### config.mk
export PLATFORM = sky130hd
export DESIGN_NAME = gcd_rot_cell
export DESIGN_NICKNAME = d
export VERILOG_FILES = /design/src/rtl/gcd_pkg.sv /design/src/rtl/gcd_rot_cell.sv
export SDC_FILE = /design/constraint.sdc
export NUM_CORES = 1
export LEC_CHECK = 0
export BUFFER_PORTS_ARGS = -buffer_cell sky130_fd_sc_hd__buf_4
export CAP_MARGIN = 20
export CORE_ASPECT_RATIO = 1.2
export CORE_MARGIN = 5
export CORE_UTILIZATION = 25
export CTS_CLUSTER_SIZE = 16
export DETAILED_ROUTE_END_ITERATION = 10
export GPL_TIMING_DRIVEN = 0
export PLACE_DENSITY = 0.45
export SETUP_SLACK_MARGIN = 0.02
export SLEW_MARGIN = 20
export SYNTH_ARGS = -nofsm -noshare
export SYNTH_HDL_FRONTEND = slang
export SYNTH_SLANG_ARGS = --single-unit
export TNS_END_PERCENT = 5
### constraint.sdc
create_clock -name i_clk -period 4.5 [get_ports i_clk]
set_input_delay 0.675 -clock i_clk [delete_from_list [all_inputs] [get_ports i_clk]]
set_output_delay 0.675 -clock i_clk [all_outputs]
set_load 0.005 [all_outputs]
### src/rtl/gcd_pkg.sv
// Shared types, constants and elaboration-time table functions for the
// great circle distance pipeline. Depends on nothing; every other file imports it.

package gcd_pkg;

    // Number formats: signed Q2.F internally, F = ANGLE_BITS - 2.
    localparam int ANGLE_BITS       = 32;
    localparam int FRAC_BITS        = ANGLE_BITS - 2;
    localparam int DEF_CORDIC_STEPS = 32;
    localparam int ROOT_STEPS       = FRAC_BITS + 1;
    localparam int W                = ANGLE_BITS + 4;

    localparam logic [63:0] PI_Q60  = 64'h3243F6A8885A308D;
    localparam logic [31:0] RAD_CAP = 32'd3373259426;
    localparam logic [31:0] DEG_CAP = 32'd3019898880;

    // One rotation-mode cell's working set.
    typedef struct packed {
        logic signed [W-1:0] x;
        logic signed [W-1:0] y;
        logic signed [W-1:0] z;
        logic                flip;
    } t_rot;

    // One vectoring-mode cell's working set.
    typedef struct packed {
        logic signed [W-1:0] x;
        logic signed [W-1:0] y;
        logic signed [W-1:0] z;
    } t_vec;

    // One square root cell: radicand, partial remainder and partial root.
    typedef struct packed {
        logic [ROOT_STEPS-1:0] v;
        logic [ROOT_STEPS+1:0] rem;
        logic [ROOT_STEPS-1:0] root;
    } t_root;

    // 64x64 product shifted right, truncated to 64 bits.
    function automatic logic [63:0] mul_shr(input logic [63:0] a, input logic [63:0] b,
                                            input int s);
        logic [127:0] p;
        p = {64'd0, a} * {64'd0, b};
        p = p >> s;
        return p[63:0];
    endfunction

    // Power of two in Q62, or zero once it falls below the last bit.
    function automatic logic [63:0] arc_term(input int e);
        logic [63:0] t;
        t = 64'd0;
        if (e <= 62) begin
            t = 64'd1 << (62 - e);
        end
        return t;
    endfunction

    // atan(2^-i) by its series in Q62, rounded to Q2.F.
    function automatic logic [63:0] arc_q(input int i);
        logic [63:0] v;
        if (i == 0) begin
            v = PI_Q60;
        end else begin
            v = arc_term(i) - arc_term(3*i)/3 + arc_term(5*i)/5 - arc_term(7*i)/7
              + arc_term(9*i)/9 - arc_term(11*i)/11 + arc_term(13*i)/13
              - arc_term(15*i)/15 + arc_term(17*i)/17 - arc_term(19*i)/19
              + arc_term(21*i)/21 - arc_term(23*i)/23 + arc_term(25*i)/25
              - arc_term(27*i)/27 + arc_term(29*i)/29 - arc_term(31*i)/31
              + arc_term(33*i)/33 - arc_term(35*i)/35 + arc_term(37*i)/37
              - arc_term(39*i)/39 + arc_term(41*i)/41 - arc_term(43*i)/43
              + arc_term(45*i)/45 - arc_term(47*i)/47 + arc_term(49*i)/49
              - arc_term(51*i)/51 + arc_term(53*i)/53 - arc_term(55*i)/55
              + arc_term(57*i)/57 - arc_term(59*i)/59 + arc_term(61*i)/61;
        end
        return (v + (64'd1 << (61 - FRAC_BITS))) >> (62 - FRAC_BITS);
    endfunction

    // Inverse CORDIC gain: Newton iteration for 1/sqrt(prod(1+4^-i)).
    function automatic logic [63:0] gain_q(input int steps);
        logic [63:0] p;
        logic [63:0] y;
        logic [63:0] t;
        logic [63:0] u;
        p = 64'h8000_0000_0000_0000;
        y = 64'd1 << 61;
        for (int i = 1; i < steps; i++) begin
            if (2*i < 64) begin
                p = p + (p >> (2*i));
            end
        end
        for (int k = 0; k < 12; k++) begin
            t = mul_shr(y, y, 62);
            u = mul_shr(p, t, 62);
            y = mul_shr(y, 64'hC000_0000_0000_0000 - u, 63);
        end
        return (y + (64'd1 << (61 - FRAC_BITS))) >> (62 - FRAC_BITS);
    endfunction

    // 180/pi in Q50 by long division.
    function automatic logic [63:0] r2d_q50();
        logic [63:0] rem;
        logic [63:0] q;
        rem = 64'd180;
        q   = 64'd0;
        for (int k = 0; k < 110; k++) begin
            rem = rem << 1;
            q   = q << 1;
            if (rem >= PI_Q60) begin
                rem = rem - PI_Q60;
                q   = q | 64'd1;
            end
        end
        return q;
    endfunction

endpackage

### src/rtl/gcd_rot_cell.sv
// One rotation-mode CORDIC cell: a single micro-rotation, registered.
// Depends on gcd_pkg.

module gcd_rot_cell #(
    parameter int STEP = 0
) (
    input  logic          i_clk,
    input  gcd_pkg::t_rot i_d,
    output gcd_pkg::t_rot o_d
);
    import gcd_pkg::*;

    localparam logic signed [W-1:0] ARC = W'(arc_q(STEP));

    logic signed [W-1:0] dx;
    logic signed [W-1:0] dy;
    t_rot                n_d;
    t_rot                r_d;

    // Rotate toward zero residual angle.
    always_comb begin
        dx     = $signed(i_d.y) >>> STEP;
        dy     = $signed(i_d.x) >>> STEP;
        n_d    = i_d;
        if (!i_d.z[W-1]) begin
            n_d.x = i_d.x - dx;
            n_d.y = i_d.y + dy;
            n_d.z = i_d.z - ARC;
        end else begin
            n_d.x = i_d.x + dx;
            n_d.y = i_d.y - dy;
            n_d.z = i_d.z + ARC;
        end
    end

    always_ff @(posedge i_clk) begin
        r_d <= n_d;
    end

    assign o_d = r_d;

endmodule

==> flow_metrics.tcl <==
set metrics [dict create \
    status "complete, no violations" \
    detail_route.first_pass.iterations 6 \
    fin_ws_ns 0.270 \
    start_kind "input port" \
    maxCapViolCount 0 \
    drive_gt1_share_pct 18.5 \
    dp_cells 2076 \
    synth-compound-area-share_pct 29.2 \
    hold_start "i_d[0]" \
    drt-total-wl_mm 41.1 \
    ir_drop_v 0.000208 \
    worstSetupPathType "input port to flop" \
    antenna_cells 0 \
    async_reset_ff_share_pct 0 \
    synth_ff_type "dfxtp_1" \
    viasPerCell 5.01 \
    cp_slowest_cell "buf_2" \
    crit_chain "buf_4, inv_1, clkbuf_2, buf_2, buf_12, ha_1, and2_1, a311oi_1, o211ai_1, o22ai_2, o31a_1, o31a_1, o221a_4, o21ai_2, xor2_1" \
    cts_tree "done" \
    grt-ovfl-total 0 \
    setup_viol 0 \
    arrival_ns 4.50 \
    synth.cell_area_um2 10200 \
    port_buffers 218 \
    fmax_mhz 236 \
    final_cell_mix "buf_4, a21oi_1, ha_1, inv_1, dfxtp_1" \
    largest_reg_flops 108 \
    die_y_um 232 \
    crit_family "compound AO/OA/AOI/OAI gates" \
    clk_pin_slew_ns 0.07 \
    numCtsBuffers 9 \
    wl_per_cell_um 19.7 \
    cp.required_ns 4.77 \
    hold_violations 0 \
    dieArea_um2 45100 \
    hp-class "input port to flop" \
    fin_crit_ns 4.23 \
    first_iter_violations 585 \
    synthSimpleGateAreaFrac_pct 15.4 \
    avgSynthCellArea_um2 7.76 \
    final_cells 2092 \
    h-tree-depth 3 \
    synthToLayoutAreaGrowth_pct 25.7 \
    grt_start_max_net_pins 23 \
    timing.hold.ws_ns 0.389 \
    netlist-cell-type-count 86 \
    track_usage_pct 17.7 \
    synth_fa_ha_area_share_pct 17.8 \
    syn-num-nets 1571 \
    path_buf_inv 5 \
    synth_top_family_by_area "compound AO/OA/AOI/OAI gates" \
    p_leak_nw 5.90 \
    drc 0 \
    grt_pass1_vias 10700 \
    ys_warn_count 0 \
    hpwl_mm 34.0 \
    critPathLaunch "i_d[36]" \
    core_area_um2 40600 \
    start_util_pct 25.2 \
    die_x_um 195 \
    worstMarginPinSlew_ns 0.970 \
    layout.nets 1801 \
    crit_path_end_kind "flop" \
    antenna_found_initial 0 \
    clk_path_buf_depth 2 \
    fin_area_um2 12900 \
    gp_congestion 0.924 \
    ant_nets 0 \
    slew_headroom_pct 34.7 \
    io_pins 219 \
    slew_violations 0 \
    total_power_mw 3.83 \
    syn_inst 1318 \
    utilization_pct 31.6 \
    cpMostUsedCell "o31a_1" \
    max_stage_delay_ns 0.41 \
    num_rows 81 \
    rsz0062_at_grt "no" \
    vias 10500 \
    synthMuxAreaShare_pct 1.17 \
    synth_edf_count 0 \
    place_area_um2 12600 \
    cts-root-buf "clkbuf_16" \
    p_per_area_nw_per_um2 298 \
    yosysSeqAreaShare_pct 21.1 \
    synth-seq-cells 108 \
    post-place-ws_ns -0.457 \
    holdBufCountCts 0 \
    synth_xor_xnor_area_share_pct 8.57 \
    finalSetupTns_ns 0 \
    period_share_pct 94.0 \
    layout_commonest_cell "buf_4" \
    grt_pass1_wl_mm 62.1 \
    clock-sinks 108 \
    cp_max_fo 22 \
]
## synthesized netlist by cell type, types with 4 or more instances
cell type	instances	area, µm²
a211oi_1	8	60.1
a21boi_0	4	30.0
nor2_1	105	394
nor4_1	7	43.8
o21bai_1	32	240
xnor2_1	79	692
inv_1	121	454
fa_1	4	80.1
buf_1	12	45.0
nand2b_1	9	56.3
and2_1	4	25.0
a2111oi_0	4	35.0
o31ai_1	16	120
o31a_1	4	35.0
a21oi_1	165	826
nand4_1	18	113
nor2b_1	23	144
o211ai_1	15	113
a31oi_1	11	68.8
o21ai_0	75	375
nand2_1	66	248
o221ai_1	7	61.3
mux2i_1	12	120
ha_1	139	1740
or3_1	5	31.3
buf_4	5	37.5
clkbuf_1	24	90.1
nor3_1	21	105
buf_2	10	50.1
o21a_1	15	113
a21o_1	42	315
nand3_1	29	145
dfxtp_1	108	2160
xor2_1	21	184
o21ai_1	7	35.0
or2_2	10	62.6
and3_1	8	50.1
## worst paths after layout
kind              slack [ns]  depth (start not counted)      end
hold / removal          0.39                          1   o_d[0]
setup / recovery        0.27                         15  o_d[35]
## what timing repair did
action,CTS,global route
resized for setup,1,0
endpoints found under the setup margin,4,0
buffers inserted,0,0
hold endpoints to repair,0,0
## cell type report
cell class,instances,area [µm²]
Clock buffer,11,253
Inverter,123,462
Multi-Input combinational cell,1036,7380
Timing Repair Buffer,219,1660
Sequential cell,108,2160
Tap cell,539,674
Buffer,51,225
Clock inverter,5,42.5
Fill cell,4426,27800
## routing by layer
| metal | wire length (µm) | vias to the layer above | global-route usage (%) |
|---|---|---|---|
| met5 | 0 | - | 0 |
| met4 | 1700 | 0 | 8.18 |
| met3 | 2010 | 86 | 2.85 |
| met2 | 20200 | 375 | 31.4 |
| met1 | 17200 | 4880 | 20.9 |
| li1 | - | 5134 | - |
## cell families after synthesis
kind of cell,count (synthesis)
mux,12
compound gates,459
fa+ha+maj,143
flops,108
buf+inv,174
xor+xnor,100
simple gates,322
## power breakdown
part	leakage [nW]	switching, mW	internal [mW]
combinational	4.84	0.961	0.784
sequential	0.911	0.0678	1.18
clock	0.143	0.424	0.412
total	5.90	1.45	2.38
Power figures use the tool's default switching activity.
