**config.mk**
```make
export PLATFORM = sky130hd
export DESIGN_NAME = gcd_vec_cell
export DESIGN_NICKNAME = d
export VERILOG_FILES = /design/src/rtl/gcd_pkg.sv /design/src/rtl/gcd_vec_cell.sv
export SDC_FILE = /design/constraint.sdc
export NUM_CORES = 1
export LEC_CHECK = 0
export CAP_MARGIN = 40
export CORE_ASPECT_RATIO = 1.1
export CORE_UTILIZATION = 53
export DETAILED_ROUTE_END_ITERATION = 10
export DONT_BUFFER_PORTS = 1
export PLACE_DENSITY_LB_ADDON = 0.25
export SYNTH_ARGS = -nofsm -noshare
export SYNTH_HDL_FRONTEND = slang
export SYNTH_SLANG_ARGS = --single-unit
```
**constraint.sdc**
```tcl
create_clock -name i_clk -period 6.42 [get_ports i_clk]
set_clock_uncertainty 0.05 [all_clocks]
set_input_delay 1.284 -clock i_clk [delete_from_list [all_inputs] [get_ports i_clk]]
set_output_delay 1.284 -clock i_clk [all_outputs]
set_load 0.02 [all_outputs]
```
**src/rtl/gcd_pkg.sv**
```systemverilog
// Shared types, constants and elaboration-time table functions for the
// great circle distance pipeline. Depends on nothing; every other file imports it.

package gcd_pkg;

    // Number formats: signed Q2.F internally, F = ANGLE_BITS - 2.
    localparam int ANGLE_BITS       = 32;
    localparam int FRAC_BITS        = ANGLE_BITS - 2;
    localparam int DEF_CORDIC_STEPS = 32;
    localparam int ROOT_STEPS       = FRAC_BITS + 1;
    localparam int W                = ANGLE_BITS + 4;

    localparam logic [63:0] PI_Q60  = 64'h3243F6A8885A308D;
    localparam logic [31:0] RAD_CAP = 32'd3373259426;
    localparam logic [31:0] DEG_CAP = 32'd3019898880;

    // One rotation-mode cell's working set.
    typedef struct packed {
        logic signed [W-1:0] x;
        logic signed [W-1:0] y;
        logic signed [W-1:0] z;
        logic                flip;
    } t_rot;

    // One vectoring-mode cell's working set.
    typedef struct packed {
        logic signed [W-1:0] x;
        logic signed [W-1:0] y;
        logic signed [W-1:0] z;
    } t_vec;

    // One square root cell: radicand, partial remainder and partial root.
    typedef struct packed {
        logic [ROOT_STEPS-1:0] v;
        logic [ROOT_STEPS+1:0] rem;
        logic [ROOT_STEPS-1:0] root;
    } t_root;

    // 64x64 product shifted right, truncated to 64 bits.
    function automatic logic [63:0] mul_shr(input logic [63:0] a, input logic [63:0] b,
                                            input int s);
        logic [127:0] p;
        p = {64'd0, a} * {64'd0, b};
        p = p >> s;
        return p[63:0];
    endfunction

    // Power of two in Q62, or zero once it falls below the last bit.
    function automatic logic [63:0] arc_term(input int e);
        logic [63:0] t;
        t = 64'd0;
        if (e <= 62) begin
            t = 64'd1 << (62 - e);
        end
        return t;
    endfunction

    // atan(2^-i) by its series in Q62, rounded to Q2.F.
    function automatic logic [63:0] arc_q(input int i);
        logic [63:0] v;
        if (i == 0) begin
            v = PI_Q60;
        end else begin
            v = arc_term(i) - arc_term(3*i)/3 + arc_term(5*i)/5 - arc_term(7*i)/7
              + arc_term(9*i)/9 - arc_term(11*i)/11 + arc_term(13*i)/13
              - arc_term(15*i)/15 + arc_term(17*i)/17 - arc_term(19*i)/19
              + arc_term(21*i)/21 - arc_term(23*i)/23 + arc_term(25*i)/25
              - arc_term(27*i)/27 + arc_term(29*i)/29 - arc_term(31*i)/31
              + arc_term(33*i)/33 - arc_term(35*i)/35 + arc_term(37*i)/37
              - arc_term(39*i)/39 + arc_term(41*i)/41 - arc_term(43*i)/43
              + arc_term(45*i)/45 - arc_term(47*i)/47 + arc_term(49*i)/49
              - arc_term(51*i)/51 + arc_term(53*i)/53 - arc_term(55*i)/55
              + arc_term(57*i)/57 - arc_term(59*i)/59 + arc_term(61*i)/61;
        end
        return (v + (64'd1 << (61 - FRAC_BITS))) >> (62 - FRAC_BITS);
    endfunction

    // Inverse CORDIC gain: Newton iteration for 1/sqrt(prod(1+4^-i)).
    function automatic logic [63:0] gain_q(input int steps);
        logic [63:0] p;
        logic [63:0] y;
        logic [63:0] t;
        logic [63:0] u;
        p = 64'h8000_0000_0000_0000;
        y = 64'd1 << 61;
        for (int i = 1; i < steps; i++) begin
            if (2*i < 64) begin
                p = p + (p >> (2*i));
            end
        end
        for (int k = 0; k < 12; k++) begin
            t = mul_shr(y, y, 62);
            u = mul_shr(p, t, 62);
            y = mul_shr(y, 64'hC000_0000_0000_0000 - u, 63);
        end
        return (y + (64'd1 << (61 - FRAC_BITS))) >> (62 - FRAC_BITS);
    endfunction

    // 180/pi in Q50 by long division.
    function automatic logic [63:0] r2d_q50();
        logic [63:0] rem;
        logic [63:0] q;
        rem = 64'd180;
        q   = 64'd0;
        for (int k = 0; k < 110; k++) begin
            rem = rem << 1;
            q   = q << 1;
            if (rem >= PI_Q60) begin
                rem = rem - PI_Q60;
                q   = q | 64'd1;
            end
        end
        return q;
    endfunction

endpackage

```
**src/rtl/gcd_vec_cell.sv**
```systemverilog
// One vectoring-mode CORDIC cell: drives y toward zero, accumulates the angle.
// Depends on gcd_pkg.

module gcd_vec_cell #(
    parameter int STEP = 0
) (
    input  logic          i_clk,
    input  gcd_pkg::t_vec i_d,
    output gcd_pkg::t_vec o_d
);
    import gcd_pkg::*;

    localparam logic signed [W-1:0] ARC = W'(arc_q(STEP));

    logic signed [W-1:0] dx;
    logic signed [W-1:0] dy;
    t_vec                n_d;
    t_vec                r_d;

    // Rotate the vector onto the x axis.
    always_comb begin
        dx = $signed(i_d.y) >>> STEP;
        dy = $signed(i_d.x) >>> STEP;
        if (!i_d.y[W-1]) begin
            n_d.x = i_d.x + dx;
            n_d.y = i_d.y - dy;
            n_d.z = i_d.z + ARC;
        end else begin
            n_d.x = i_d.x - dx;
            n_d.y = i_d.y + dy;
            n_d.z = i_d.z - ARC;
        end
    end

    always_ff @(posedge i_clk) begin
        r_d <= n_d;
    end

    assign o_d = r_d;

endmodule

```
==> flow_summary_export.csv <==
group,metric,value,unit
power_and_ir_drop,leakage,4.771,nW
logic_synthesis,synth.distinct_cells,76,
worst_setup_path,path_buf_inv,1,
sta,fin_crit_sh,63.37,%
logic_synthesis,yosysTopAreaCellShare,20.77,%
finish,area_delta_synth_final,3.531,%
sta,relSlewSlack,32.51,%
global_routing,antenna_found_initial,0,
worst_setup_path,crit_required,6.61,ns
clock_network,cts.path.max_buffers,2,
finish,multiInputGateArea,0.007506,mm²
place,placed_cells,1522,
sta,slew_viol_final,0,
place,post-place-ws,2.107,ns
clock_network,path_clk_slew,0.07,ns
finish,fillers,1853,
floorplanning,coreArea,0.01910,mm²
power_and_ir_drop,total_power,2.479,mW
logic_synthesis,synth_top_family_by_area,"compound AO/OA/AOI/OAI gates",
logic_synthesis,synth_area_leaders,"dfxtp_1 21%, ha_1 17%, a21oi_1 7.5%, xnor2_1 7.1%, o21ai_0 4.4%",
routing,initialDrtViolationCount,698,
finish,fin_nets,1542,
floorplanning,design.die.area,0.02002,mm²
outcome,status,"finished, final reports clean",
worst_hold_path,holdPathEnd,"o_d[107]",
place,place_congestion,0.9570,
clock_network,hold_buffers,0,
finish,largest_reg_flops,107,
clock_network,htree_levels,3,
clock_network,cts.sinks,107,
worst_setup_path,slowest_delay,0.68,ns
worst_setup_path,crit_arrival,4.26,ns
logic_synthesis,synth_compound_area_share,29.24,%
clock_network,cts_buffers,9,
routing,num_vias,9636,
floorplanning,ios,217,
routing,drc_errors,0,
worst_setup_path,path_max_fanout,13,
floorplanning,start_util,53.99,%
clock_network,cts_tree,"built",
logic_synthesis,syn-num-nets,1584,
logic_synthesis,synth-edff-count,0,
place,placed_cell_area,0.01040,mm²
routing,ant_nets,0,
floorplanning,dieHeight,148.3,µm
logic_synthesis,avgSynthCellArea,7.764,µm²
routing,via_per_inst,6.265,
logic_synthesis,synth_area_leader_cell,"dfxtp_1",
logic_synthesis,synthXorXnorAreaFrac,8.409,%
global_routing,grt_first_pass_wirelength,47020,µm
worst_setup_path,cp_cell_sequence,"inv_1, ha_1, nor4_1, o2111ai_1, and3_1, o31a_1, o41ai_2, o31ai_1, a221o_1",
sta,worst_slew_pin_slew,1.012,ns
sta,period_minus_slack,4.069,ns
logic_synthesis,yosysSeqAreaShare,20.77,%
finish,num_antenna_cells,0,
global_routing,grt_pass1_vias,9063,
sta,final-setup-viol-count,0,
place,io_buffers,0,
floorplanning,fp.dieW,135.0,µm
routing,wire_per_inst,19.83,µm
logic_synthesis,synth-simple-area-share,14.88,%
sta,fin_ws,2.351,ns
sta,fmax,245.8,MHz
finish,layout-drive-gt1-share,3.021,%
logic_synthesis,synth_warnings,0,
floorplanning,rows,53,
clock_network,post_cts_buffers,0,
power_and_ir_drop,power.density,232.2,mW/mm²
global_routing,grt_max_degree,97,
sta,finalHoldViolations,0,
logic_synthesis,synth_commonest_cells,"155 x a21oi_1, 143 x ha_1, 113 x inv_1",
run,maxCapViolCount,0,
worst_setup_path,crit_path_top_delay_cell,"o41ai_2",
finish,seqCellArea,0.002142,mm²
clock_network,cts_resized,0,
sta,rsz0062_at_grt,"false",
worst_setup_path,critPathLaunchType,"input pin",
global_routing,grt_use_total,29.68,%
worst_setup_path,path_delay_family,"compound AO/OA/AOI/OAI gates",
logic_synthesis,synth.most_common_cell,"a21oi_1",
clock_network,cts_root_buf,"clkbuf_16",
worst_setup_path,cp-end-kind,"flop",
finish,fin_cells,1538,
power_and_ir_drop,vdd_ir_drop_max,0.0001833,V
logic_synthesis,synthArstFlopShare,0,%
place,hpwl,23980,µm
worst_hold_path,holdPathStages,1,
routing,routed_wirelength,30500,µm
worst_hold_path,min_from,"i_d[107]",
worst_hold_path,hold_class,"in2reg",
logic_synthesis,synthCells,1328,
logic_synthesis,ys_ff_latch,107,
finish,final_area,0.01068,mm²
logic_synthesis,synthesis.area,0.01031,mm²
global_routing,gr-total-overflow,0,
sta,setup_tns,0,ns
logic_synthesis,synthAdderAreaFrac,18.13,%
worst_setup_path,worstSetupPathType,"in2reg",
routing,drtPass1Iterations,5,
logic_synthesis,synthMuxAreaShare,2.136,%
logic_synthesis,synth-main-ff-cell,"dfxtp_1",
## power breakdown
part	total [mW]	switching [mW]	internal, mW
logic	0.842	0.511	0.331
registers	1.09	0.269	0.826
clock network	0.543	0.266	0.276
total	2.48	1.05	1.43
## cell type report
type                    instances  area share, %
clock inverters                 5         0.3399
multi-input cells            1053          70.31
clock buffers                  11          2.274
repair buffers                  2         0.1406
inverters                     113          3.973
well taps                     247          2.895
flip-flops and latches        107          20.07
## kinds of logic (layout without fill, tap and decap cells)
| kind of cell | after synthesis | after routing |
|---|---|---|
| AOI/OAI and AO/OA | 467 | 467 |
| xor gates and xnor gates | 99 | 99 |
| adders and majority gates | 147 | 147 |
| buffers and inverters | 168 | 131 |
| DFF | 107 | 107 |
| muxes | 22 | 22 |
| and+or+nand+nor | 318 | 318 |
## metrics by stage
step / hold slack (ns) / util, %
after global placement: 1.336 / 54.44
after global routing: 0.9657 / 55.90
final: 0.9771 / 55.90
after CTS: 0.9646 / 55.90
after detailed placement: 1.338 / 54.44
after floorplan: 1.331 / -
## layout by cell type, fill, tap and decap left out, types with 7 or more instances in the layout
master / count
nand3_1: 21
o211ai_1: 9
clkbuf_16: 9
o31ai_1: 21
dfxtp_1: 107
and3_1: 7
o21ai_0: 91
a31oi_1: 11
o21bai_1: 22
nand4_1: 17
ha_1: 143
nor2_1: 110
nor3_1: 25
a2111oi_0: 10
nand2_1: 62
mux2i_1: 22
inv_1: 112
o21a_1: 13
nand2b_1: 18
a211oi_1: 14
a21oi_1: 155
a21o_1: 46
xor2_1: 16
or3_1: 11
xnor2_1: 83
nor2b_1: 14
## worst max path at each step
stage	slack [ns]	start	end	depth (start not counted)
2_1_floorplan	2.01	i_d[71]	o_d[30]	11
3_3_place_gp	2.16	i_d[36]	o_d[70]	11
3_5_place_dp	2.11	i_d[36]	o_d[70]	11
4_1_cts	2.45	i_d[36]	o_d[70]	11
5_1_grt	2.22	i_d[44]	o_d[63]	10
6_report	2.35	i_d[48]	o_d[70]	9
## metal layers
| metal | vias up | wire length [µm] | track usage, % |
|---|---|---|---|
| met2 | 475 | 14390 | 50.62 |
| met4 | 0 | 883 | 10.51 |
| li1 | 4648 | - | - |
| met3 | 71 | 2890 | 6.101 |
| met5 | - | 0 | 0 |
| met1 | 4442 | 12330 | 36.77 |
(Power assumes the default switching activity.)
