### config.mk
export PLATFORM = sky130hd
export DESIGN_NAME = gcd_root_cell
export DESIGN_NICKNAME = d
export VERILOG_FILES = /design/src/rtl/gcd_pkg.sv /design/src/rtl/gcd_root_cell.sv
export SDC_FILE = /design/constraint.sdc
export NUM_CORES = 1
export LEC_CHECK = 0
export BUFFER_PORTS_ARGS = -buffer_cell sky130_fd_sc_hd__buf_2
export CORE_ASPECT_RATIO = 0.9
export CORE_MARGIN = 3
export CORE_UTILIZATION = 50
export DETAILED_ROUTE_END_ITERATION = 10
export PLACE_DENSITY = 0.92
export SKIP_LAST_GASP = 1
export SLEW_MARGIN = 25
export SYNTH_ARGS = -nofsm -noshare
export SYNTH_HDL_FRONTEND = slang
export SYNTH_SLANG_ARGS = --single-unit
export TNS_END_PERCENT = 5
### constraint.sdc
create_clock -name i_clk -period 6.4 [get_ports i_clk]
set_clock_uncertainty 0.1 [all_clocks]
set_input_delay 1.28 -clock i_clk [delete_from_list [all_inputs] [get_ports i_clk]]
set_output_delay 1.28 -clock i_clk [all_outputs]
set_load 0.005 [all_outputs]
### src/rtl/gcd_pkg.sv
// Shared types, constants and elaboration-time table functions for the
// great circle distance pipeline. Depends on nothing; every other file imports it.

package gcd_pkg;

    // Number formats: signed Q2.F internally, F = ANGLE_BITS - 2.
    localparam int ANGLE_BITS       = 32;
    localparam int FRAC_BITS        = ANGLE_BITS - 2;
    localparam int DEF_CORDIC_STEPS = 32;
    localparam int ROOT_STEPS       = FRAC_BITS + 1;
    localparam int W                = ANGLE_BITS + 4;

    localparam logic [63:0] PI_Q60  = 64'h3243F6A8885A308D;
    localparam logic [31:0] RAD_CAP = 32'd3373259426;
    localparam logic [31:0] DEG_CAP = 32'd3019898880;

    // One rotation-mode cell's working set.
    typedef struct packed {
        logic signed [W-1:0] x;
        logic signed [W-1:0] y;
        logic signed [W-1:0] z;
        logic                flip;
    } t_rot;

    // One vectoring-mode cell's working set.
    typedef struct packed {
        logic signed [W-1:0] x;
        logic signed [W-1:0] y;
        logic signed [W-1:0] z;
    } t_vec;

    // One square root cell: radicand, partial remainder and partial root.
    typedef struct packed {
        logic [ROOT_STEPS-1:0] v;
        logic [ROOT_STEPS+1:0] rem;
        logic [ROOT_STEPS-1:0] root;
    } t_root;

    // 64x64 product shifted right, truncated to 64 bits.
    function automatic logic [63:0] mul_shr(input logic [63:0] a, input logic [63:0] b,
                                            input int s);
        logic [127:0] p;
        p = {64'd0, a} * {64'd0, b};
        p = p >> s;
        return p[63:0];
    endfunction

    // Power of two in Q62, or zero once it falls below the last bit.
    function automatic logic [63:0] arc_term(input int e);
        logic [63:0] t;
        t = 64'd0;
        if (e <= 62) begin
            t = 64'd1 << (62 - e);
        end
        return t;
    endfunction

    // atan(2^-i) by its series in Q62, rounded to Q2.F.
    function automatic logic [63:0] arc_q(input int i);
        logic [63:0] v;
        if (i == 0) begin
            v = PI_Q60;
        end else begin
            v = arc_term(i) - arc_term(3*i)/3 + arc_term(5*i)/5 - arc_term(7*i)/7
              + arc_term(9*i)/9 - arc_term(11*i)/11 + arc_term(13*i)/13
              - arc_term(15*i)/15 + arc_term(17*i)/17 - arc_term(19*i)/19
              + arc_term(21*i)/21 - arc_term(23*i)/23 + arc_term(25*i)/25
              - arc_term(27*i)/27 + arc_term(29*i)/29 - arc_term(31*i)/31
              + arc_term(33*i)/33 - arc_term(35*i)/35 + arc_term(37*i)/37
              - arc_term(39*i)/39 + arc_term(41*i)/41 - arc_term(43*i)/43
              + arc_term(45*i)/45 - arc_term(47*i)/47 + arc_term(49*i)/49
              - arc_term(51*i)/51 + arc_term(53*i)/53 - arc_term(55*i)/55
              + arc_term(57*i)/57 - arc_term(59*i)/59 + arc_term(61*i)/61;
        end
        return (v + (64'd1 << (61 - FRAC_BITS))) >> (62 - FRAC_BITS);
    endfunction

    // Inverse CORDIC gain: Newton iteration for 1/sqrt(prod(1+4^-i)).
    function automatic logic [63:0] gain_q(input int steps);
        logic [63:0] p;
        logic [63:0] y;
        logic [63:0] t;
        logic [63:0] u;
        p = 64'h8000_0000_0000_0000;
        y = 64'd1 << 61;
        for (int i = 1; i < steps; i++) begin
            if (2*i < 64) begin
                p = p + (p >> (2*i));
            end
        end
        for (int k = 0; k < 12; k++) begin
            t = mul_shr(y, y, 62);
            u = mul_shr(p, t, 62);
            y = mul_shr(y, 64'hC000_0000_0000_0000 - u, 63);
        end
        return (y + (64'd1 << (61 - FRAC_BITS))) >> (62 - FRAC_BITS);
    endfunction

    // 180/pi in Q50 by long division.
    function automatic logic [63:0] r2d_q50();
        logic [63:0] rem;
        logic [63:0] q;
        rem = 64'd180;
        q   = 64'd0;
        for (int k = 0; k < 110; k++) begin
            rem = rem << 1;
            q   = q << 1;
            if (rem >= PI_Q60) begin
                rem = rem - PI_Q60;
                q   = q | 64'd1;
            end
        end
        return q;
    endfunction

endpackage

### src/rtl/gcd_root_cell.sv
// One digit of a restoring square root: one result bit per cell, registered.
// Depends on gcd_pkg.

module gcd_root_cell #(
    parameter int K = 0
) (
    input  logic           i_clk,
    input  gcd_pkg::t_root i_d,
    output gcd_pkg::t_root o_d
);
    import gcd_pkg::*;

    logic [2*ROOT_STEPS-1:0] rad;
    logic [ROOT_STEPS+3:0]   rem_x;
    logic [ROOT_STEPS+3:0]   trial;
    t_root                   n_d;
    t_root                   r_d;

    // The radicand is v scaled up by the fraction width.
    always_comb begin
        rad     = {1'b0, i_d.v, {FRAC_BITS{1'b0}}};
        rem_x   = {i_d.rem, rad[2*K+1 -: 2]};
        trial   = {2'b00, i_d.root, 2'b01};
        n_d.v   = i_d.v;
        if (rem_x >= trial) begin
            n_d.rem  = (ROOT_STEPS+2)'(rem_x - trial);
            n_d.root = {i_d.root[ROOT_STEPS-2:0], 1'b1};
        end else begin
            n_d.rem  = rem_x[ROOT_STEPS+1:0];
            n_d.root = {i_d.root[ROOT_STEPS-2:0], 1'b0};
        end
    end

    always_ff @(posedge i_clk) begin
        r_d <= n_d;
    end

    assign o_d = r_d;

endmodule

==> results of run 1 <==
through the flow:
step	util (%)	cells
after floorplan	-	428
after global placement	65.3	702
after detailed placement	65.3	702
after CTS	67.8	718
after global routing	67.9	718
final	67.9	718
cells in the mapped netlist (4+ instances only):
master	count
dfxtp_1	94
a21oi_1	51
inv_1	39
nor2_1	35
ha_1	31
nand2_1	27
o21ai_0	19
xnor2_1	18
nand3_1	9
xor2_1	7
a21o_1	6
clkbuf_1	5
mux2_4	5
nor2b_1	5
nor3_1	5
o21a_1	5
a31oi_1	4
buf_6	4
mux2_2	4
path summary, 6_finish.rpt:
check	startpoint	endpoint	slack (ps)
worst max-delay path	i_d[4]	o_d[55]	2520
worst min-delay path	i_d[66]	o_d[66]	910
cells by family (layout without fill, tap and decap cells):
group / count (synthesis) / after routing / synth area share (%)
AO/OA/AOI/OAI: 115 / 115 / 17.8
flip-flops: 94 / 94 / 46.2
AND/OR/NAND/NOR: 101 / 101 / 11.5
XOR/XNOR: 25 / 25 / 5.38
adder cells (fa/ha/maj): 32 / 32 / 10.0
buffers and inverters: 51 / 245 / 5.84
multiplexers: 10 / 10 / 3.20
power groups by stage:
stage	combinational, mW	clock (mW)	sequential [mW]
after floorplan	0.199	0	0.693
after global placement	0.338	0	0.681
after detailed placement	0.346	0	0.682
after CTS	0.350	0.389	0.668
after global routing	0.389	0.411	0.674
final	0.349	0.378	0.668
cell type report:
type / instances / area (sq um) / area share (%)
multi-input cells: 283 / 1960 / 37.4
flip-flops and latches: 94 / 1880 / 35.8
repair buffers: 190 / 951 / 18.1
inverters: 39 / 146 / 2.79
clock buffers: 9 / 124 / 2.36
well taps: 96 / 120 / 2.29
clock inverters: 7 / 67.6 / 1.29
metal layers:
layer / vias to the layer above / global-route usage, % / share of wire, %
met1: 1733 / 25.3 / 39
met5: - / 0 / 0
li1: 1846 / - / -
met2: 154 / 41.3 / 53
met4: 0 / 6.09 / 0.76
met3: 10 / 3.46 / 6.9
==> metrics.txt, run 1 <==
max reg flops 94; Die Area 0.00926 sq mm; Post-synth ARST share 0%; synthesis-to-finish area growth 29.0%; Peak Freq 0.258 GHz; Syn Area/Cell 9.51 sq um; post-route cell area 0.00525 sq mm; Placer Congestion 0.849; WL final 10600 um; Post-CTS Hold Fix Bufs 0; switching power of the nets 0.423 mW; first-pass GRT wire length 16700 um; Seq cells post-synth 94; Synth area leader dfxtp_1; Chip Width 101 um; Max-Cap Viols 0; CP bufs+invs 2; Final Total Pwr 1.39 mW; vias in the first global route 3679; layout cells sized above 1 36.0%; slowest library cell on the worst path o41a_4; Routed Antenna Nets 0; GRT overflow 0; Switching Fraction 30.3%; GRT Total Usage 22.1%; CTS Sinks 94; num rows 30; Gate power share 25.0%; critical path launch point type input pin; top-area cell type share of the netlist area 46.2%; Filler Cells Inserted 621; worst slew pin tran 570 ps; Initial DRC Count 188; post-synthesis sequential area ratio 46.2%; dominant synthesized flop cell dfxtp_1; outcome completed; post-place setup slack 2000 ps; Yosys cell types 57; Post-Synthesis Cell Area 0.00407 sq mm; Pint 0.972 mW; clock network power share 27.1%; Die Y 91.6 um; Starting Density 52.7%; DRT Pass-1 Iters 4; setup TNS 0 ps; WP data required 6550 ps; Final setup viols 0; Sequential Power Share 47.9%; cell count after synthesis 428; DP HPWL 8400 um; antenna fix cells 0; port buffer count 190; Placeable Area 0.00773 sq mm; max incr delay on CP 610 ps; CTS Buf Count 9; largest net degree at the start of global routing 54; Final Cycle Share 60.6%; # Post-CTS Setup Buffers 0; Leak Pwr 2.69 nW; commonest non-fill, non-tap cell in the layout buf_2; Slew Viols, Final 0; Setup CP Type in -> reg; Final Hold Slack 914 ps; Final Hold Viols 0; crit path capture type register; CTS tree done; DR vias 3743; H-tree levels 3; Post-synth EDFFs 0; final worst slack 2520 ps; post_cts resized 0; RSZ-0062 raised after global routing false; DP Area 0.00505 sq mm; I/O pins 191; drt via density 5.21; largest cells by area after synthesis dfxtp_1 46%, ha_1 9.5%, a21oi_1 6.3%, xnor2_1 3.9%, inv_1 3.6%; CP arrival 4030 ps; crit path cell chain buf_2 > inv_1 > ha_1 > a21oi_1 > nand2_1 > o211ai_1 > nand3_1 > a211o_1 > o41a_4 > mux2_4; Pwr per Cell Area 266 mW/mm^2; hold path depth 1; Tmin final 3880 ps; CTS Root Cell clkbuf_8; clk buf depth 2; number of synthesis warnings 0; DRC Markers 0; initial antenna violation count 0; worst hold path type in -> reg; WL/cell 14.7 um; Mapped Nets 556; Crit path depth 10; commonest non-fill, non-tap cells in the layout 190 x buf_2, 94 x dfxtp_1, 51 x a21oi_1; CP top delay family compound AO/OA/AOI/OAI gates; Worst VDD drop 0.000139 V; critical path peak fanout 53; clk slew on worst S/H paths 100 ps; Slew headroom 62.0%; Nets 745
No activity file was read; power rests on OpenSTA's default activity.
==> run 2, diff against run 1 <==
CORE_UTILIZATION = 47   (was 50)
PLACE_DENSITY = 0.88   (was 0.92)
clock period = 4 ns   (was 6.4 ns; I/O delays follow)
==> run 2 against run 1 <==
Sequential share of layout area is 0.18 points lower. Combinational power up 61%. Core utilization shrank 3.7 points. First-iteration DRC count increased by 27%. Cell count grew 2.9%. Sequential cell count unchanged. Global-route usage decreased by 0.53 points. Non-clock buffer count grew 2. Via count is 0.37% higher. Total power is 61% higher. Worst hold slack worse by 490 ps. Clock-buffer cell count did not move.
==> metrics.txt, run 2 (synthesized netlist as in run 1, its figures left out) <==
outcome completed (unchanged); DP HPWL 8550 um (was 8400 um); worst hold path type in -> reg (unchanged); DRT Pass-1 Iters 5 (was 4); worst slew pin tran 444 ps (was 570 ps); WP data required 4160 ps (was 6550 ps); GRT overflow 0 (unchanged); CP arrival 3570 ps (was 4030 ps); Slew Viols, Final 0 (unchanged); Starting Density 49.5% (was 52.7%); Routed Antenna Nets 0 (unchanged); switching power of the nets 0.683 mW (was 0.423 mW); DR vias 3757 (was 3743); critical path launch point type input pin (unchanged); commonest non-fill, non-tap cell in the layout buf_2 (unchanged); Nets 747 (was 745); Pint 1.56 mW (was 0.972 mW); Initial DRC Count 238 (was 188); Setup CP Type in -> reg (unchanged); max reg flops 94 (unchanged); GRT Total Usage 21.5% (was 22.1%); layout cells sized above 1 36.2% (was 36.0%); CTS Sinks 94 (unchanged); H-tree levels 3 (unchanged); Leak Pwr 2.69 nW (about the same); post-route cell area 0.00528 sq mm (was 0.00525 sq mm); CTS Root Cell clkbuf_8 (unchanged); Placer Congestion 0.876 (was 0.849); Final Hold Viols 0 (unchanged); clk slew on worst S/H paths 100 ps (about the same); I/O pins 191 (unchanged); Max-Cap Viols 0 (unchanged); Placeable Area 0.00822 sq mm (was 0.00773 sq mm); Slew headroom 70.3% (was 62.0%); initial antenna violation count 0 (unchanged); critical path peak fanout 36 (was 53); Die Area 0.00982 sq mm (was 0.00926 sq mm); first-pass GRT wire length 17100 um (was 16700 um); WL final 10600 um (about the same); post_cts resized 0 (unchanged); Peak Freq 0.293 GHz; Chip Width 104 um (was 101 um); hold path endpoint o_d[81] (was o_d[66]); hold path depth 1 (unchanged); CTS Buf Count 9 (unchanged); Tmin final 3410 ps; Final setup viols 0 (unchanged); WL/cell 14.3 um (was 14.7 um); Pwr per Cell Area 424 mW/mm^2 (was 266 mW/mm^2); vias in the first global route 3754 (was 3679); commonest non-fill, non-tap cells in the layout 190 x buf_2, 94 x dfxtp_1, 51 x a21oi_1 (unchanged); Sequential Power Share 47.7% (was 47.9%); clk buf depth 2 (unchanged); Final Cycle Share 85.2%; largest net degree at the start of global routing 37 (was 54); DRC Markers 0 (unchanged); clock network power share 27.3% (was 27.1%); drt via density 5.08 (was 5.21); RSZ-0062 raised after global routing false (unchanged); port buffer count 190 (unchanged); synthesis-to-finish area growth 29.7% (was 29.0%); Switching Fraction 30.5% (was 30.3%); antenna fix cells 0 (unchanged); CTS tree done (unchanged); DP Area 0.00509 sq mm (was 0.00505 sq mm); # Post-CTS Setup Buffers 0 (unchanged); num rows 31 (was 30); Worst VDD drop 0.000226 V (was 0.000139 V); Post-CTS Hold Fix Bufs 0 (unchanged); crit path capture type register (unchanged); hold wc startpoint i_d[81] (was i_d[66]); Filler Cells Inserted 704 (was 621); setup TNS 0 ps (unchanged); Die Y 94.3 um (was 91.6 um); Gate power share 25.1% (was 25.0%)
run 2: power by group through the flow:
stage	logic [mW]	clock network, mW	registers, mW
2_1_floorplan	0.319	0	1.11
3_3_place_gp	0.539	0	1.09
3_5_place_dp	0.557	0	1.09
4_1_cts	0.560	0.623	1.07
5_1_grt	0.624	0.670	1.08
6_report	0.561	0.610	1.07
run 2: worst max-delay path, cell delays in order:
cell,delay [ps]
buf_2,80
inv_1,30
ha_1,340
a21oi_1,260
nand2_1,130
o211ai_1,420
nand3_1,190
a211o_1,300
o41a_2,380
buf_4,260
mux2_4,340
run 2: how the worst max path moves through the flow:
| stage | from | endpoint | slack, ps | cells after the start |
|---|---|---|---|---|
| floorplan | i_d[14] | o_d[40] | 760 | 12 |
| global placement | i_d[1] | o_d[44] | 360 | 11 |
| detailed placement | i_d[4] | o_d[52] | 260 | 11 |
| CTS | i_d[4] | o_d[52] | 650 | 11 |
| global route | i_d[4] | o_d[52] | 440 | 11 |
| finish | i_d[4] | o_d[52] | 590 | 11 |
run 2: layer usage:
layer / up-vias / global-route usage (%) / part of all wire [%] / wire length [um]
li1: 1862 / - / - / -
met5: - / 0 / 0 / 0
met3: 27 / 5.43 / 7.0 / 738
met4: 0 / 8.42 / 2.3 / 248
met1: 1681 / 25.1 / 41 / 4360
met2: 187 / 38.1 / 50 / 5250
run 2: area by class of cell:
type	count	area [sq um]	share of cell area (%)
clock buffers	9	124	2.35
clock inverters	7	63.8	1.21
inverters	39	146	2.77
multi-input cells	283	1950	37.0
flip-flops and latches	94	1880	35.6
well taps	115	144	2.73
repair buffers	192	966	18.3
run 2: metrics by stage:
| stage | cells | total power, mW | hold WS [ps] | worst slack, ps | utilization, % |
|---|---|---|---|---|---|
| detailed placement | 723 | 1.65 | 804 | 265 | 61.9 |
| floorplan | 428 | 1.43 | 728 | 759 | - |
| global route | 739 | 2.37 | 395 | 442 | 64.2 |
| global placement | 723 | 1.63 | 802 | 359 | 61.9 |
| CTS | 739 | 2.25 | 416 | 647 | 64.2 |
| finish | 739 | 2.24 | 425 | 593 | 64.2 |
==> run 3, diff against run 2 <==
CELL_PAD_IN_SITES_DETAIL_PLACEMENT = 1   (was default)
CELL_PAD_IN_SITES_GLOBAL_PLACEMENT = 1   (was default)
CORE_UTILIZATION = 34   (was 47)
==> run 3 against run 2 <==
Largest cell class unchanged. Clock-buffer cell count unchanged. Global-route usage down 3.1 points. Core utilization down 17 points. Wire length up 19%. First-iteration DRC count down 42%. Worst hold slack better by 21 ps. Design area up 3.1%. Clock power up 36%. Sequential share of layout area down 1.1 points.
==> metrics.txt, run 3 (synthesized netlist as in run 1, its figures left out) <==
Chip Width 121 um (was 104 um); Final Hold Slack 446 ps (was 425 ps); WL/cell 16.1 um (was 14.3 um); CTS Root Cell clkbuf_16 (was clkbuf_8); Die Y 110 um (was 94.3 um); # Post-CTS Setup Buffers 0 (unchanged); GRT Total Usage 18.4% (was 21.5%); Final setup viols 0 (unchanged); final worst slack 664 ps (was 593 ps); Setup CP Type in -> reg (unchanged); Post-CTS Hold Fix Bufs 0 (unchanged); initial antenna violation count 0 (unchanged); Tmin final 3340 ps (was 3410 ps); commonest non-fill, non-tap cells in the layout 190 x buf_2, 94 x dfxtp_1, 51 x a21oi_1 (unchanged); first-pass GRT wire length 19100 um (was 17100 um); WL final 12600 um (was 10600 um); CTS tree done (unchanged); clk slew on worst S/H paths 70 ps (was 100 ps); DRC Markers 0 (unchanged); Max-Cap Viols 0 (unchanged); slowest library cell on the worst path o41a_2 (was o211ai_1); Worst VDD drop 0.000172 V (was 0.000226 V); Nets 749 (was 747); worst hold path type in -> reg (unchanged); Starting Density 35.2% (was 49.5%); H-tree levels 3 (unchanged); num rows 37 (was 31); GRT overflow 0 (unchanged); Final Hold Viols 0 (unchanged); drt via density 4.84 (was 5.08); Final Cycle Share 83.4% (was 85.2%); port buffer count 190 (unchanged); DRT Pass-1 Iters 4 (was 5); crit path capture type register (unchanged); antenna fix cells 0 (unchanged); Leak Pwr 2.74 nW (was 2.69 nW); post-place setup slack 344 ps (was 265 ps); Slew headroom 67.7% (was 70.3%); commonest non-fill, non-tap cell in the layout buf_2 (unchanged); CP arrival 3480 ps (was 3570 ps); layout cells sized above 1 36.4% (was 36.2%); worst slew pin tran 479 ps (was 444 ps); Routed Antenna Nets 0 (unchanged); DR vias 3785 (was 3757); largest net degree at the start of global routing 34 (was 37); post_cts resized 0 (unchanged); DP Area 0.00516 sq mm (was 0.00509 sq mm); critical path peak fanout 33 (was 36); RSZ-0062 raised after global routing false (unchanged); synthesis-to-finish area growth 33.7% (was 29.7%); vias in the first global route 3914 (was 3754); Placer Congestion 0.861 (was 0.876); critical path launch point type input pin (unchanged); clk buf depth 2 (unchanged); post-route cell area 0.00544 sq mm (was 0.00528 sq mm); DP HPWL 10300 um (was 8550 um); max reg flops 94 (unchanged); Pwr per Cell Area 456 mW/mm^2 (was 424 mW/mm^2); setup TNS 0 ps (unchanged); Filler Cells Inserted 1416 (was 704); WP data required 4140 ps (was 4160 ps); CTS Buf Count 9 (unchanged); fin cells 782 (was 739); Peak Freq 0.300 GHz (was 0.293 GHz); max incr delay on CP 390 ps (was 420 ps); Die Area 0.0133 sq mm (was 0.00982 sq mm); I/O pins 191 (unchanged); Placeable Area 0.0116 sq mm (was 0.00822 sq mm); crit path cell chain buf_2 > inv_1 > ha_1 > a21oi_1 > nand2_1 > o211ai_1 > nand3_1 > a211o_1 > o41a_2 > buf_4 > mux2_4 (unchanged); Initial DRC Count 138 (was 238); Placed Instances 766 (was 723); Slew Viols, Final 0 (unchanged); CTS Sinks 94 (unchanged); outcome completed (unchanged)
run 3: cell types whose count changed in the layout (fill, tap and decap cells not counted), sizes merged:
cell	before	now
buf	192	194
inv	43	44
clkinv	2	1
run 3: metrics by stage:
| step | utilization [%] | total power [mW] |
|---|---|---|
| after global routing | 47.0 | 2.63 |
| after floorplan | - | 1.43 |
| final | 47.0 | 2.48 |
| after global placement | 44.6 | 1.65 |
| after detailed placement | 44.6 | 1.67 |
| after CTS | 47.0 | 2.52 |
run 3: cell type report:
type	count	area (sq um)	share of cell area (%)
Timing Repair Buffer	194	981	18.0
Clock inverter	7	61.3	1.13
Clock buffer	9	225	4.14
Sequential cell	94	1880	34.6
Tap cell	156	195	3.59
Inverter	39	146	2.69
Multi-Input combinational cell	283	1950	35.9
run 3: final timing paths:
check / startpoint / endpoint / slack [ps] / depth (start not counted)
setup / recovery: i_d[4] / o_d[52] / 660 / 11
hold / removal: i_d[73] / o_d[73] / 450 / 1
run 3: critical path, delay by kind of cell:
| family | cells | cell delay [ps] |
|---|---|---|
| buffers and inverters | 3 | 390 |
| adders and majority gates | 1 | 360 |
| muxes | 1 | 330 |
| and+or+nand+nor | 2 | 290 |
| AOI/OAI and AO/OA | 4 | 1270 |
run 3: layer usage:
metal | vias up | track usage (%) | part of all wire [%]
met1 | 1771 | 19.7 | 39
met2 | 134 | 34.5 | 52
li1 | 1868 | - | -
met4 | 0 | 4.32 | 0.99
met3 | 12 | 6.64 | 8.0
met5 | - | 0 | 0
run 3: report_power, final:
part,internal (mW),leakage [nW],total [mW],switching (mW)
Clock,0.436,0.141,0.832,0.397
Combinational,0.273,1.81,0.578,0.304
Sequential,1.04,0.793,1.07,0.0258
